File: src/hw/rtl/lmux_pkg.sv
// Shared types, codes, microcode format and transition table for the LACP mux sequencer.
package lmux_pkg;

  localparam int EvW  = 3;
  localparam int SelW = 2;
  localparam int HopW = 3;

  typedef enum logic [1:0] {
    ST_DETACHED = 2'd0,
    ST_WAITING  = 2'd1,
    ST_ATTACHED = 2'd2,
    ST_COLLDIST = 2'd3
  } port_state_t;

  localparam logic [EvW-1:0] EV_BEGIN      = 3'd0;
  localparam logic [EvW-1:0] EV_SELECTED   = 3'd1;
  localparam logic [EvW-1:0] EV_STANDBY    = 3'd2;
  localparam logic [EvW-1:0] EV_UNSELECTED = 3'd3;
  localparam logic [EvW-1:0] EV_READY      = 3'd4;
  localparam logic [EvW-1:0] EV_SYNC       = 3'd5;

  localparam logic [SelW-1:0] SEL_UNSEL = 2'd0;
  localparam logic [SelW-1:0] SEL_SEL   = 2'd1;
  localparam logic [SelW-1:0] SEL_STBY  = 2'd2;

  // Actor bit positions
  localparam int BitSync = 0;
  localparam int BitColl = 1;
  localparam int BitDist = 2;

  typedef enum logic [1:0] {
    JMP_DET  = 2'd0,
    JMP_WAIT = 2'd1,
    JMP_ATT  = 2'd2,
    JMP_CD   = 2'd3
  } jmp_t;

  typedef struct packed {
    logic [2:0] act_clr;
    logic [2:0] act_set;
    logic       mem_clr;
    logic       mem_set;
    logic       rdy_clr;
    logic       ntt;
    logic       wstart;
    jmp_t       jmp;
  } uop_t;

  typedef struct packed {
    port_state_t pstate;
    logic [2:0]  actor;
    logic        ready_flag;
    logic        member;
    logic        ntt;
    logic        wstart;
  } dp_view_t;

  function automatic port_state_t lmux_next_state(port_state_t st, logic [EvW-1:0] ev);
    port_state_t ns;
    ns = st;
    unique case (st)
      ST_DETACHED: begin
        if (ev == EV_SELECTED || ev == EV_STANDBY) ns = ST_WAITING;
        else ns = ST_DETACHED;
      end
      ST_WAITING: begin
        if (ev == EV_BEGIN || ev == EV_UNSELECTED) ns = ST_DETACHED;
        else if (ev == EV_READY) ns = ST_ATTACHED;
        else ns = ST_WAITING;
      end
      ST_ATTACHED: begin
        if (ev == EV_SELECTED || ev == EV_READY) ns = ST_ATTACHED;
        else if (ev == EV_SYNC) ns = ST_COLLDIST;
        else ns = ST_DETACHED;
      end
      ST_COLLDIST: begin
        if (ev == EV_BEGIN) ns = ST_DETACHED;
        else if (ev == EV_UNSELECTED) ns = ST_ATTACHED;
        else ns = ST_COLLDIST;
      end
      default: ns = st;
    endcase
    return ns;
  endfunction

endpackage

File: src/hw/rtl/lmux_rom.sv
// Microcode ROM: one entry-action control word per mux state.
module lmux_rom import lmux_pkg::*; (
  input  port_state_t st,
  output uop_t        uop
);

  always_comb begin
    uop = '0;
    unique case (st)
      ST_DETACHED: begin
        uop.act_clr = 3'b111;
        uop.mem_clr = 1'b1;
        uop.rdy_clr = 1'b1;
        uop.ntt     = 1'b1;
        uop.jmp     = JMP_DET;
      end
      ST_WAITING: begin
        uop.wstart = 1'b1;
        uop.jmp    = JMP_WAIT;
      end
      ST_ATTACHED: begin
        uop.act_clr = 3'b110;
        uop.act_set = 3'b001;
        uop.mem_clr = 1'b1;
        uop.ntt     = 1'b1;
        uop.jmp     = JMP_ATT;
      end
      ST_COLLDIST: begin
        uop.act_set = 3'b111;
        uop.mem_set = 1'b1;
        uop.ntt     = 1'b1;
        uop.jmp     = JMP_CD;
      end
      default: uop = '0;
    endcase
  end

endmodule

File: src/hw/rtl/lmux_dp.sv
// Datapath: mux state, actor bits, ready and member flags, per-item ntt and wait_start.
module lmux_dp import lmux_pkg::*; (
  input  logic        clk,
  input  logic        rst_n,
  input  logic        load_en,
  input  logic        ready_set,
  input  logic        step_en,
  input  port_state_t ns,
  input  uop_t        uop,
  output dp_view_t    cur,
  output dp_view_t    nxt
);

  dp_view_t view_r;

  always_comb begin
    nxt = view_r;
    if (load_en) begin
      nxt.ready_flag = view_r.ready_flag | ready_set;
      nxt.ntt        = 1'b0;
      nxt.wstart     = 1'b0;
    end else if (step_en) begin
      nxt.pstate = ns;
      nxt.actor  = (view_r.actor & ~uop.act_clr) | uop.act_set;
      if (uop.mem_clr) nxt.member = 1'b0;
      if (uop.mem_set) nxt.member = 1'b1;
      if (uop.rdy_clr) nxt.ready_flag = 1'b0;
      nxt.ntt    = view_r.ntt | uop.ntt;
      nxt.wstart = view_r.wstart | uop.wstart;
    end
  end

  always_ff @(posedge clk) begin
    if (!rst_n) begin
      view_r <= '{pstate: ST_DETACHED, default: '0};
    end else begin
      view_r <= nxt;
    end
  end

  assign cur = view_r;

endmodule

File: src/hw/rtl/lacp_mux_state_machine_core.sv
// Top level: handshakes, microcode sequencer and result register of the LACP mux machine.
// Each input runs a cascade of transitions (1 to 4 for real inputs; an unknown event code
// makes none). The sequencer steps one transition per cycle but holds the last step until
// the result register is free; a new item is accepted only while the sequencer is idle.
// The result register lets the next item enter while a result waits to be taken.
// Reset (rst_n low, synchronous): detached, actor bits, ready and member flags cleared.
module lacp_mux_state_machine_core import lmux_pkg::*; (
  input  logic                 clk,
  input  logic                 rst_n,
  input  logic                 in_valid,
  output logic                 in_ready,
  input  logic [EvW-1:0]       in_event_req,
  input  logic [SelW-1:0]      in_selection,
  input  logic                 in_partner_sync,
  input  logic                 in_ready_set,
  output logic                 out_valid,
  input  logic                 out_ready,
  output logic [1:0]           out_mux_state_out,
  output logic                 out_actor_sync,
  output logic                 out_actor_collecting,
  output logic                 out_actor_distributing,
  output logic                 out_need_to_transmit,
  output logic                 out_bond_member,
  output logic                 out_wait_start
);

  typedef enum logic {S_IDLE, S_RUN} seq_t;

  seq_t             seq_r;
  logic [EvW-1:0]   ev_r;
  logic [SelW-1:0]  sel_r;
  logic             psync_r;
  logic [HopW-1:0]  hop_r;
  logic             out_valid_r;
  dp_view_t         res_r;

  dp_view_t    cur, nxt;
  port_state_t ns;
  uop_t        uop;
  logic        in_xfer, ev_live, has_follow, last, out_free, go;
  logic [EvW-1:0] follow;

  assign in_ready = (seq_r == S_IDLE);
  assign in_xfer  = in_valid && in_ready;
  assign ev_live  = (ev_r <= EV_SYNC);
  assign ns       = lmux_next_state(cur.pstate, ev_r);

  lmux_rom u_rom (
    .st  (ns),
    .uop (uop)
  );

  always_comb begin
    has_follow = 1'b0;
    follow     = EV_BEGIN;
    unique case (uop.jmp)
      JMP_DET: begin
        if (sel_r == SEL_SEL) begin
          has_follow = 1'b1; follow = EV_SELECTED;
        end else if (sel_r == SEL_STBY) begin
          has_follow = 1'b1; follow = EV_STANDBY;
        end
      end
      JMP_WAIT: begin
        if (sel_r == SEL_SEL && cur.ready_flag) begin
          has_follow = 1'b1; follow = EV_READY;
        end else if (sel_r == SEL_UNSEL) begin
          has_follow = 1'b1; follow = EV_UNSELECTED;
        end
      end
      JMP_ATT: begin
        if (sel_r == SEL_UNSEL || sel_r == SEL_STBY) begin
          has_follow = 1'b1; follow = EV_UNSELECTED;
        end else if (sel_r == SEL_SEL && psync_r) begin
          has_follow = 1'b1; follow = EV_SYNC;
        end
      end
      JMP_CD: begin
        if (sel_r == SEL_UNSEL || sel_r == SEL_STBY || !psync_r) begin
          has_follow = 1'b1; follow = EV_UNSELECTED;
        end
      end
      default: has_follow = 1'b0;
    endcase
  end

  assign last     = !ev_live || !has_follow || (hop_r == {HopW{1'b1}});
  assign out_free = !out_valid_r || out_ready;
  assign go       = (seq_r == S_RUN) && (!last || out_free);

  lmux_dp u_dp (
    .clk       (clk),
    .rst_n     (rst_n),
    .load_en   (in_xfer),
    .ready_set (in_ready_set),
    .step_en   (go && ev_live),
    .ns        (ns),
    .uop       (uop),
    .cur       (cur),
    .nxt       (nxt)
  );

  always_ff @(posedge clk) begin
    if (!rst_n) begin
      seq_r       <= S_IDLE;
      hop_r       <= '0;
      out_valid_r <= 1'b0;
    end else begin
      if (go && last) out_valid_r <= 1'b1;
      else if (out_valid_r && out_ready) out_valid_r <= 1'b0;
      unique case (seq_r)
        S_IDLE: begin
          if (in_xfer) begin
            seq_r <= S_RUN;
            hop_r <= '0;
          end
        end
        S_RUN: begin
          if (go) begin
            if (last) begin
              seq_r <= S_IDLE;
            end else begin
              hop_r <= hop_r + 1'b1;
            end
          end
        end
        default: seq_r <= S_IDLE;
      endcase
    end
  end

  always_ff @(posedge clk) begin
    if (in_xfer) begin
      ev_r    <= in_event_req;
      sel_r   <= in_selection;
      psync_r <= in_partner_sync;
    end else if (go && !last) begin
      ev_r <= follow;
    end
    if (go && last) res_r <= nxt;
  end

  assign out_valid              = out_valid_r;
  assign out_mux_state_out      = res_r.pstate;
  assign out_actor_sync         = res_r.actor[BitSync];
  assign out_actor_collecting   = res_r.actor[BitColl];
  assign out_actor_distributing = res_r.actor[BitDist];
  assign out_need_to_transmit   = res_r.ntt;
  assign out_bond_member        = res_r.member;
  assign out_wait_start         = res_r.wstart;

  a_busy_after_xfer: assert property (@(posedge clk) disable iff (!rst_n)
    in_xfer |=> !in_ready)
    else $error("sequencer did not start after input transfer");

  a_detach_clears_ready: assert property (@(posedge clk) disable iff (!rst_n)
    (go && ev_live && ns == ST_DETACHED) |=> !cur.ready_flag)
    else $error("detached entry left ready flag set");

  a_member_only_colldist: assert property (@(posedge clk) disable iff (!rst_n)
    cur.member |-> cur.pstate == ST_COLLDIST)
    else $error("bond member outside the coll/dist state");

  a_dist_implies_sync: assert property (@(posedge clk) disable iff (!rst_n)
    cur.actor[BitDist] |-> (cur.actor[BitSync] && cur.actor[BitColl]))
    else $error("distributing without sync and collecting");

endmodule
File: config.mk
export PLATFORM = sky130hd
export DESIGN_NAME = lacp_mux_state_machine_core
export DESIGN_NICKNAME = d
export VERILOG_FILES = /design/src/hw/rtl/lmux_pkg.sv /design/src/hw/rtl/lmux_rom.sv /design/src/hw/rtl/lmux_dp.sv /design/src/hw/rtl/lacp_mux_state_machine_core.sv
export SDC_FILE = /design/constraint.sdc
export NUM_CORES = 1
export LEC_CHECK = 0
export BUFFER_PORTS_ARGS = -buffer_cell sky130_fd_sc_hd__buf_4
export CAP_MARGIN = 20
export CORE_MARGIN = 1.5
export CORE_UTILIZATION = 51
export DETAILED_ROUTE_END_ITERATION = 16
export PLACE_DENSITY = 0.75
export SLEW_MARGIN = 25
export SYNTH_ARGS = -nofsm -noshare
export SYNTH_HDL_FRONTEND = slang
export SYNTH_SLANG_ARGS = --single-unit
File: constraint.sdc
create_clock -name clk -period 2.3 [get_ports clk]
set_clock_uncertainty 0.2 [all_clocks]
set_input_delay 0.46 -clock clk [delete_from_list [all_inputs] [get_ports clk]]
set_output_delay 0.46 -clock clk [all_outputs]
set_load 0.05 [all_outputs]
==> flow_summary.html, run 1 <==
<table>
<tr><th>Metric</th><th>Value</th></tr>
<tr><th colspan="2">STA</th></tr>
<tr><td>Unrepaired setup endpoints after global routing</td><td>yes</td></tr>
<tr><td>Final setup TNS</td><td>-705 ps</td></tr>
<tr><td>Count of endpoints failing setup in the final report</td><td>16</td></tr>
<tr><td>Pins Over Slew Limit</td><td>0</td></tr>
<tr><td>Final critical-path required period</td><td>2370 ps</td></tr>
<tr><td>Achievable clock frequency</td><td>between 0.4 and 0.5 GHz</td></tr>
<tr><td>Worst rel slew slack</td><td>between 80% and 90%</td></tr>
<tr><td>Hold Violations, Final</td><td>0</td></tr>
<tr><td>Final worst-path cycle share</td><td>103%</td></tr>
<tr><td>Post-layout worst setup margin</td><td>-73.2 ps</td></tr>
<tr><td>Slew at the pin with the worst max-slew slack</td><td>slightly below 300 ps</td></tr>
<tr><th colspan="2">Setup path</th></tr>
<tr><td>Worst path top cell family by delay</td><td>multiplexers</td></tr>
<tr><td>Cells traversed along the worst timing path</td><td>xnor2_2 &gt; o22ai_4 &gt; nor2_4 &gt; mux2i_4 &gt; a31oi_4 &gt; nor2_4 &gt; mux2_4</td></tr>
<tr><td>Largest fanout on the critical path</td><td>6</td></tr>
<tr><td>Setup slack of the worst register-to-register path</td><td>-70 ps</td></tr>
<tr><td>Req. time, crit path</td><td>around 2200 ps</td></tr>
<tr><td>Setup crit start</td><td>ev_r[2]$_DFFE_PP_</td></tr>
<tr><td>Kind of launch point of the worst setup path</td><td>flip-flop</td></tr>
<tr><td>Critical Path Most Common Cell</td><td>sky130_fd_sc_hd__nor2_4</td></tr>
<tr><td>CP Buf/Inv Count</td><td>0</td></tr>
<tr><td>Biggest cell delay along the critical path</td><td>around 520 ps</td></tr>
<tr><td>R2R cell count</td><td>7</td></tr>
<tr><td>FF-to-FF End</td><td>out_mux_state_out[1]$_DFFE_PP_</td></tr>
<tr><td>End point of the critical path</td><td>out_mux_state_out[1]$_DFFE_PP_</td></tr>
<tr><td>Worst Path Class, Setup</td><td>reg -&gt; reg</td></tr>
<tr><td>Worst EP arrival</td><td>~2300 ps</td></tr>
<tr><td>Kind of end point of the critical path</td><td>flip-flop</td></tr>
<tr><td>Startpoint of the worst-slack reg-to-reg timing path</td><td>ev_r[2]$_DFFE_PP_</td></tr>
<tr><td>Standard cell with the maximum stage delay on the critical path</td><td>sky130_fd_sc_hd__edfxtp_1</td></tr>
<tr><td>Crit path depth</td><td>7</td></tr>
<tr><th colspan="2">Placed design</th></tr>
<tr><td>Final RePlAce weighted congestion</td><td>between 0.9 and 1</td></tr>
<tr><td>Number of I/O port buffers</td><td>20</td></tr>
<tr><td>Worst setup timing slack at the placement stage</td><td>-93.6 ps</td></tr>
<tr><td>Placed wire-length estimate after detailed placement</td><td>approximately 2600 um</td></tr>
<tr><th colspan="2">Clock tree</th></tr>
<tr><td>Clock net sink count</td><td>28</td></tr>
<tr><td>CTS HTree Levels</td><td>1</td></tr>
<tr><td>Clock edge transition at the registers on the reported setup and hold paths</td><td>160 ps</td></tr>
<tr><td>Worst-skew pair later-pin latency</td><td>330 ps</td></tr>
<tr><td>Clock buffers created by TritonCTS</td><td>3</td></tr>
<tr><td>Root Buffer Master</td><td>sky130_fd_sc_hd__clkbuf_4</td></tr>
<tr><td>TritonCTS clock tree</td><td>built</td></tr>
<tr><td>Maximum buffer depth of the clock tree</td><td>2</td></tr>
<tr><th colspan="2">Floorplan</th></tr>
<tr><td>Effective utilization at floorplan</td><td>about 55%</td></tr>
<tr><td>Die Area</td><td>about 3400 sq um</td></tr>
<tr><td>Die Width</td><td>approximately 58 um</td></tr>
<tr><td>Top Ports</td><td>21</td></tr>
<tr><td>Placeable core area</td><td>around 2800 sq um</td></tr>
<tr><td>Die extent in y</td><td>slightly below 60 um</td></tr>
<tr><td>Number of cell rows</td><td>19</td></tr>
<tr><th colspan="2">Pwr</th></tr>
<tr><td>Total power of the final layout</td><td>0.00148 W</td></tr>
<tr><td>P per Cell Area</td><td>around 750 nW/um^2</td></tr>
<tr><td>Leakage power</td><td>just under 0.9 nW</td></tr>
<tr><td>Largest voltage drop on the vdd net</td><td>529 uV</td></tr>
<tr><th colspan="2">Global route</th></tr>
<tr><td>Pin count of the biggest net entering global routing</td><td>17</td></tr>
<tr><td>All-Layer GR Usage</td><td>around 22%</td></tr>
<tr><td>Global route total overflow</td><td>0</td></tr>
<tr><td>Number of antenna violations at the first check in global routing</td><td>0</td></tr>
<tr><td>Number of global-route vias before repair</td><td>~1200</td></tr>
<tr><td>Global-route wire length before repair</td><td>around 5500 um</td></tr>
<tr><th colspan="2">Synth</th></tr>
<tr><td>Netlist area before placement</td><td>between 1500 and 2000 sq um</td></tr>
<tr><td>Synthesized area divided by synthesized cell count</td><td>10.6 sq um</td></tr>
<tr><td>Net count of the mapped netlist</td><td>about 160</td></tr>
<tr><td>Number of warnings reported in the yosys synthesis log</td><td>0</td></tr>
<tr><td>Sequential area share after synthesis</td><td>approximately 45%</td></tr>
<tr><td>Post-synth top cells</td><td>sky130_fd_sc_hd__nand2_1 (20), sky130_fd_sc_hd__dfxtp_1 (14), sky130_fd_sc_hd__edfxtp_1 (14)</td></tr>
<tr><td>Count of state elements after synthesis</td><td>28</td></tr>
<tr><td>EDFF count, synth</td><td>14</td></tr>
<tr><td>Distinct cell type count of the synthesized netlist</td><td>46</td></tr>
<tr><td>Cell count after synthesis</td><td>145</td></tr>
<tr><td>Post-synth top area cell</td><td>sky130_fd_sc_hd__edfxtp_1</td></tr>
<tr><td>Top area cells in the synthesized netlist</td><td>sky130_fd_sc_hd__edfxtp_1 (27%), sky130_fd_sc_hd__dfxtp_1 (18%), sky130_fd_sc_hd__ha_1 (4.9%)</td></tr>
<tr><td>Proportion of register bits with asynchronous set or reset after synthesis</td><td>0%</td></tr>
<tr><td>Most numerous cell in the Yosys netlist</td><td>sky130_fd_sc_hd__nand2_1</td></tr>
<tr><td>Most instantiated flip-flop cell in the synthesis netlist</td><td>sky130_fd_sc_hd__edfxtp_1</td></tr>
<tr><td>Yosys top cell area share</td><td>27.2%</td></tr>
<tr><th colspan="2">Worst hold path</th></tr>
<tr><td>Type of the worst min-delay path</td><td>in -&gt; reg</td></tr>
<tr><td>Start point of the worst hold path</td><td>in_partner_sync</td></tr>
<tr><th colspan="2">Layout</th></tr>
<tr><td>Number of nets at the end of the flow</td><td>~200</td></tr>
<tr><td>Post-Route Utilization</td><td>between 70% and 80%</td></tr>
<tr><td>Fraction of final layout cells sized beyond drive strength 1</td><td>around 36%</td></tr>
<tr><td>N_diodes</td><td>0</td></tr>
<tr><td>Area added between synthesis and finish</td><td>28.0%</td></tr>
<tr><th colspan="2">Routing</th></tr>
<tr><td>Highest metal layer with signal wires</td><td>met4</td></tr>
<tr><td>Avg WL per Cell</td><td>roughly 16 um</td></tr>
<tr><td>Final routed DRC violation total</td><td>0</td></tr>
<tr><td>Met3 WL post-DR</td><td>between 100 and 150 um</td></tr>
<tr><td>Number of iterations in the first detailed-routing pass</td><td>6</td></tr>
<tr><td>Routed length on met1</td><td>between 1000 and 1500 um</td></tr>
<tr><td>Count of vias placed by the detailed router</td><td>1240</td></tr>
<tr><td>DRC marker count from the first detailed-route iteration</td><td>between 60 and 70</td></tr>
<tr><td>Number of nets with antenna violations after detailed routing</td><td>0</td></tr>
<tr><td>Drt total wl</td><td>about 3400 um</td></tr>
<tr><td>Routed wl met2</td><td>1660 um</td></tr>
<tr><td>Via-to-Cell Ratio</td><td>5.74</td></tr>
<tr><th colspan="2">Job</th></tr>
<tr><td>Reported max-cap violation count</td><td>0</td></tr>
<tr><th colspan="2">Status</th></tr>
<tr><td>Violated checks</td><td>setup timing</td></tr>
<tr><td>Result of the run</td><td>finished, violations left</td></tr>
</table>
layout by cell type (no fill, tap or decap), drive strengths merged, types with 2 or more instances in the layout:
cell type and n:
a21boi 4, a21o 5, a21oi 12, a31o 3
and2 2, buf 43, clkbuf 4, dfxtp 14
edfxtp 14, ha 6, inv 6, mux2i 2
nand2 20, nand2b 2, nand3 4, nor2 7
o211a 5, o211ai 3, o21a 5, o21ai 8
o22ai 2
stage by stage:
stage	area, sq um	instances	hold slack, ps
floorplan	1580	145	243
global placement	1860	208	251
detailed placement	1860	208	259
CTS	1950	215	86.2
global route	1980	216	71.6
finish	1980	216	93.7
where the power goes:
group          switching [W]  internal [W]
clock               0.000146      0.000133
sequential         0.0000396      0.000587
combinational       0.000329      0.000248
total               0.000515      0.000968
worst min path at each step:
stage / to / slack, ps / depth (start not counted)
6_report: psync_r$_DFFE_PP_ / 90 / 1
5_1_grt: psync_r$_DFFE_PP_ / 70 / 1
4_1_cts: psync_r$_DFFE_PP_ / 90 / 1
3_5_place_dp: u_dp.cur[1]$_SDFF_PN0_ / 260 / 2
3_3_place_gp: u_dp.cur[1]$_SDFF_PN0_ / 250 / 2
2_1_floorplan: u_dp.cur[0]$_SDFF_PN0_ / 240 / 2
logic make-up after synthesis:
kind of cell               after synthesis  synth area share (%)
buffers and inverters                   13                  4.54
AOI/OAI and AO/OA                       54                  28.6
muxes                                    3                  2.51
DFF                                     28                  45.4
and+or+nand+nor                         40                  13.0
xor gates and xnor gates                 1                  1.05
adders and majority gates                6                  4.86
area by class of cell:
type	instances	area (sq um)
fill	204	828
clock buffer	4	47.5
inverter	6	22.5
timing repair buffer	43	334
multi-input combinational	104	833
sequential	28	701
tap	31	38.8
flip-flops by register name, indices dropped and copies added, names as in the netlist:
signal	flops
out_actor_collecting	1
u_dp.cur	9
out_bond_member	1
out_mux_state_out	2
out_actor_sync	1
ev_r	3
out_actor_distributing	1
sel_r	2
out_wait_start	1
out_valid	1
out_need_to_transmit	1
seq_r	1
psync_r	1
hop_r	3
what timing repair did:
action                     4_1_cts  5_1_grt
setup buffers                    3        1
setup endpoints to repair       23       34
gates cloned                     0        0
pin swaps                        3        1
gates resized for setup          5        5
hold buffers                     0        0
metal layers:
| layer | GRT usage [%] | up-vias |
|---|---|---|
| met5 | 0 | - |
| met4 | 8.97 | 0 |
| li1 | - | 610 |
| met3 | 4.69 | 9 |
| met1 | 28.4 | 588 |
| met2 | 34.7 | 33 |
Power figures use the tool's default switching activity.
==> run 2, diff against run 1 <==
Settings changed: CORE_UTILIZATION 51 to 53, CTS_BUF_LIST from default to sky130_fd_sc_hd__clkbuf_4 sky130_fd_sc_hd__clkbuf_8, PLACE_DENSITY 0.75 to 0.77, RECOVER_POWER from default to 100.
==> run 2 against run 1 <==
- the run still ends with setup timing left
- critical path depth did not move
- maximum frequency fell by 0.81%
- sequential share of layout area grew 0.99 points
- die area fell by 3.6%
- highest routed layer unchanged
- hold slack improved by 4.5 ps
- global-route usage shrank 0.79 points
- clock power grew 19%
- routed wire length fell by 1.5%
==> flow_summary.html, run 2 (synthesized netlist as in run 1, its figures left out) <==
<table>
<tr><th>Metric</th><th>Value</th></tr>
<tr><th colspan="2">Layout</th></tr>
<tr><td>Max reg flops</td><td>9</td></tr>
<tr><td>Most frequent cells in the layout</td><td>sky130_fd_sc_hd__buf_4 (22), sky130_fd_sc_hd__nand2_1 (19), sky130_fd_sc_hd__edfxtp_1 (14)</td></tr>
<tr><td>Post-Route Utilization</td><td>69.9%</td></tr>
<tr><td>Storage element area</td><td>around 700 sq um</td></tr>
<tr><td>N_diodes</td><td>0</td></tr>
<tr><td>Fraction of final layout cells sized beyond drive strength 1</td><td>between 30% and 40%</td></tr>
<tr><td>Most common library cell in the layout ignoring fill and taps</td><td>sky130_fd_sc_hd__buf_4</td></tr>
<tr><td>Multi-input logic area</td><td>approximately 830 sq um</td></tr>
<tr><td>Number of nets at the end of the flow</td><td>200</td></tr>
<tr><td>Area added between synthesis and finish</td><td>24.8%</td></tr>
<tr><td>Filler cells</td><td>between 150 and 200</td></tr>
<tr><th colspan="2">STA</th></tr>
<tr><td>Final hold slack</td><td>between 90 and 100 ps</td></tr>
<tr><td>Hold Violations, Final</td><td>0</td></tr>
<tr><td>Post-layout worst setup margin</td><td>-92.7 ps</td></tr>
<tr><td>Pins Over Slew Limit</td><td>0</td></tr>
<tr><td>Achievable clock frequency</td><td>0.418 GHz</td></tr>
<tr><td>Final critical-path required period</td><td>around 2400 ps</td></tr>
<tr><td>Worst rel slew slack</td><td>around 56%</td></tr>
<tr><td>Slew at the pin with the worst max-slew slack</td><td>around 660 ps</td></tr>
<tr><td>Unrepaired setup endpoints after global routing</td><td>yes</td></tr>
<tr><td>Count of endpoints failing setup in the final report</td><td>17</td></tr>
<tr><td>Final worst-path cycle share</td><td>104%</td></tr>
<tr><th colspan="2">Setup path</th></tr>
<tr><td>Setup slack of the worst register-to-register path</td><td>-90 ps</td></tr>
<tr><td>Largest fanout on the critical path</td><td>5</td></tr>
<tr><td>Worst Path Class, Setup</td><td>reg -&gt; reg</td></tr>
<tr><td>Req. time, crit path</td><td>2210 ps</td></tr>
<tr><td>Worst EP arrival</td><td>approximately 2300 ps</td></tr>
<tr><td>Kind of end point of the critical path</td><td>flip-flop</td></tr>
<tr><td>Kind of launch point of the worst setup path</td><td>flip-flop</td></tr>
<tr><th colspan="2">Clock tree</th></tr>
<tr><td>Maximum buffer depth of the clock tree</td><td>2</td></tr>
<tr><td>CTS HTree Levels</td><td>1</td></tr>
<tr><td>Clock buffers created by TritonCTS</td><td>3</td></tr>
<tr><td>Clock edge transition at the registers on the reported setup and hold paths</td><td>between 150 and 200 ps</td></tr>
<tr><td>TritonCTS clock tree</td><td>built</td></tr>
<tr><td>Worst-skew pair later-pin latency</td><td>340 ps</td></tr>
<tr><td>Clock net sink count</td><td>28</td></tr>
<tr><td>Root Buffer Master</td><td>sky130_fd_sc_hd__clkbuf_4</td></tr>
<tr><td>Hold Buf Count CTS</td><td>0</td></tr>
<tr><th colspan="2">Routing</th></tr>
<tr><td>Final routed DRC violation total</td><td>0</td></tr>
<tr><td>Avg WL per Cell</td><td>approximately 16 um</td></tr>
<tr><td>Count of vias placed by the detailed router</td><td>~1300</td></tr>
<tr><td>Number of nets with antenna violations after detailed routing</td><td>0</td></tr>
<tr><td>Number of iterations in the first detailed-routing pass</td><td>4</td></tr>
<tr><td>Via-to-Cell Ratio</td><td>5.95</td></tr>
<tr><td>DRC marker count from the first detailed-route iteration</td><td>47</td></tr>
<tr><td>Drt total wl</td><td>between 3000 and 4000 um</td></tr>
<tr><th colspan="2">Placed design</th></tr>
<tr><td>Worst setup timing slack at the placement stage</td><td>-74.5 ps</td></tr>
<tr><td>Placed wire-length estimate after detailed placement</td><td>about 2300 um</td></tr>
<tr><td>Final RePlAce weighted congestion</td><td>around 0.84</td></tr>
<tr><td>Number of I/O port buffers</td><td>20</td></tr>
<tr><th colspan="2">Worst hold path</th></tr>
<tr><td>Type of the worst min-delay path</td><td>in -&gt; reg</td></tr>
<tr><th colspan="2">Floorplan</th></tr>
<tr><td>Placeable core area</td><td>approximately 2800 sq um</td></tr>
<tr><td>Number of cell rows</td><td>19</td></tr>
<tr><td>Effective utilization at floorplan</td><td>a little under three fifths</td></tr>
<tr><td>Die Area</td><td>approximately 3200 sq um</td></tr>
<tr><td>Top Ports</td><td>21</td></tr>
<tr><td>Die Width</td><td>57.0 um</td></tr>
<tr><td>Die extent in y</td><td>57.0 um</td></tr>
<tr><th colspan="2">Status</th></tr>
<tr><td>Violated checks</td><td>setup timing</td></tr>
<tr><td>Result of the run</td><td>finished, violations left</td></tr>
<tr><th colspan="2">Global route</th></tr>
<tr><td>Number of global-route vias before repair</td><td>1170</td></tr>
<tr><td>Global route total overflow</td><td>0</td></tr>
<tr><td>Number of antenna violations at the first check in global routing</td><td>0</td></tr>
<tr><td>Global-route wire length before repair</td><td>between 5000 and 6000 um</td></tr>
<tr><td>All-Layer GR Usage</td><td>roughly a fifth</td></tr>
<tr><td>Pin count of the biggest net entering global routing</td><td>17</td></tr>
<tr><th colspan="2">Pwr</th></tr>
<tr><td>Leakage power</td><td>approximately 0.83 nW</td></tr>
<tr><td>Largest voltage drop on the vdd net</td><td>around 600 uV</td></tr>
<tr><td>P per Cell Area</td><td>786 nW/um^2</td></tr>
<tr><td>Total power of the final layout</td><td>approximately 0.0015 W</td></tr>
<tr><th colspan="2">Job</th></tr>
<tr><td>Reported max-cap violation count</td><td>0</td></tr>
</table>
==> run 2: changes by cell type in the layout (fill, tap and decap cells not counted) <==
cell and delta:
sky130_fd_sc_hd__dfxtp_1 -1, sky130_fd_sc_hd__buf_6 +2, sky130_fd_sc_hd__a21oi_1 -1, sky130_fd_sc_hd__buf_4 -18, sky130_fd_sc_hd__o21ai_1 -1, sky130_fd_sc_hd__o21ai_4 -1, sky130_fd_sc_hd__o21ai_2 +1, sky130_fd_sc_hd__a21oi_2 +1
sky130_fd_sc_hd__dfxtp_2 +1, sky130_fd_sc_hd__bufinv_16 +1, sky130_fd_sc_hd__clkbuf_4 +3, sky130_fd_sc_hd__clkbuf_16 -1, sky130_fd_sc_hd__clkbuf_1 +10, sky130_fd_sc_hd__o21ai_0 +1
==> run 2: metrics by stage <==
stage / setup TNS (ps) / instance area [sq um] / cells
finish: -784 / 1930 / 213
global route: -3100 / 1930 / 213
CTS: -473 / 1930 / 211
detailed placement: -469 / 1830 / 205
global placement: -85.7 / 1830 / 205
floorplan: -47.0 / 1580 / 145
==> run 2: per-layer routing <==
metal	share of wire [%]	vias to the layer above	global-route usage [%]
met5	0	-	0
met4	2.9	0	7.64
met3	4.8	9	3.40
met2	48	45	36.1
met1	44	606	26.3
li1	-	607	-
==> run 2: cell type report <==
class	instances	share of cell area [%]
Inverter	6	1.17
Clock inverter	1	1.56
Tap cell	31	2.01
Multi-Input combinational cell	104	43.1
Sequential cell	28	36.4
Timing Repair Buffer	40	14.6
Clock buffer	3	1.17
==> run 2: timing repair <==
item / 4_1_cts / 5_1_grt
buffers inserted: 2 / 2
setup endpoints to repair: 18 / 32
pin swaps: 3 / 1
resized for setup: 7 / 5
==> run 2: where the power goes <==
part	internal (W)	switching, W
clock network	0.000176	0.000154
registers	0.000587	0.0000376
logic	0.000229	0.000330
==> run 2: worst paths after layout <==
path                           from                        endpoint  cells past startpoint
min                 in_selection[1]              sel_r[1]$_DFFE_PP_                      1
max               ev_r[2]$_DFFE_PP_  out_mux_state_out[1]$_DFFE_PP_                      7
min reg2reg  u_dp.cur[1]$_SDFF_PN0_          u_dp.cur[1]$_SDFF_PN0_                      2
max reg2reg       ev_r[2]$_DFFE_PP_  out_mux_state_out[1]$_DFFE_PP_                      7
==> run 2: worst max-delay path: stages, from the launching register on <==
cell and delay, ps:
sky130_fd_sc_hd__edfxtp_1 500, sky130_fd_sc_hd__xnor2_2 200, sky130_fd_sc_hd__o22ai_4 110, sky130_fd_sc_hd__nor2_4 230
sky130_fd_sc_hd__mux2i_4 320, sky130_fd_sc_hd__a31oi_4 150, sky130_fd_sc_hd__nor2_4 140, sky130_fd_sc_hd__mux2_4 300
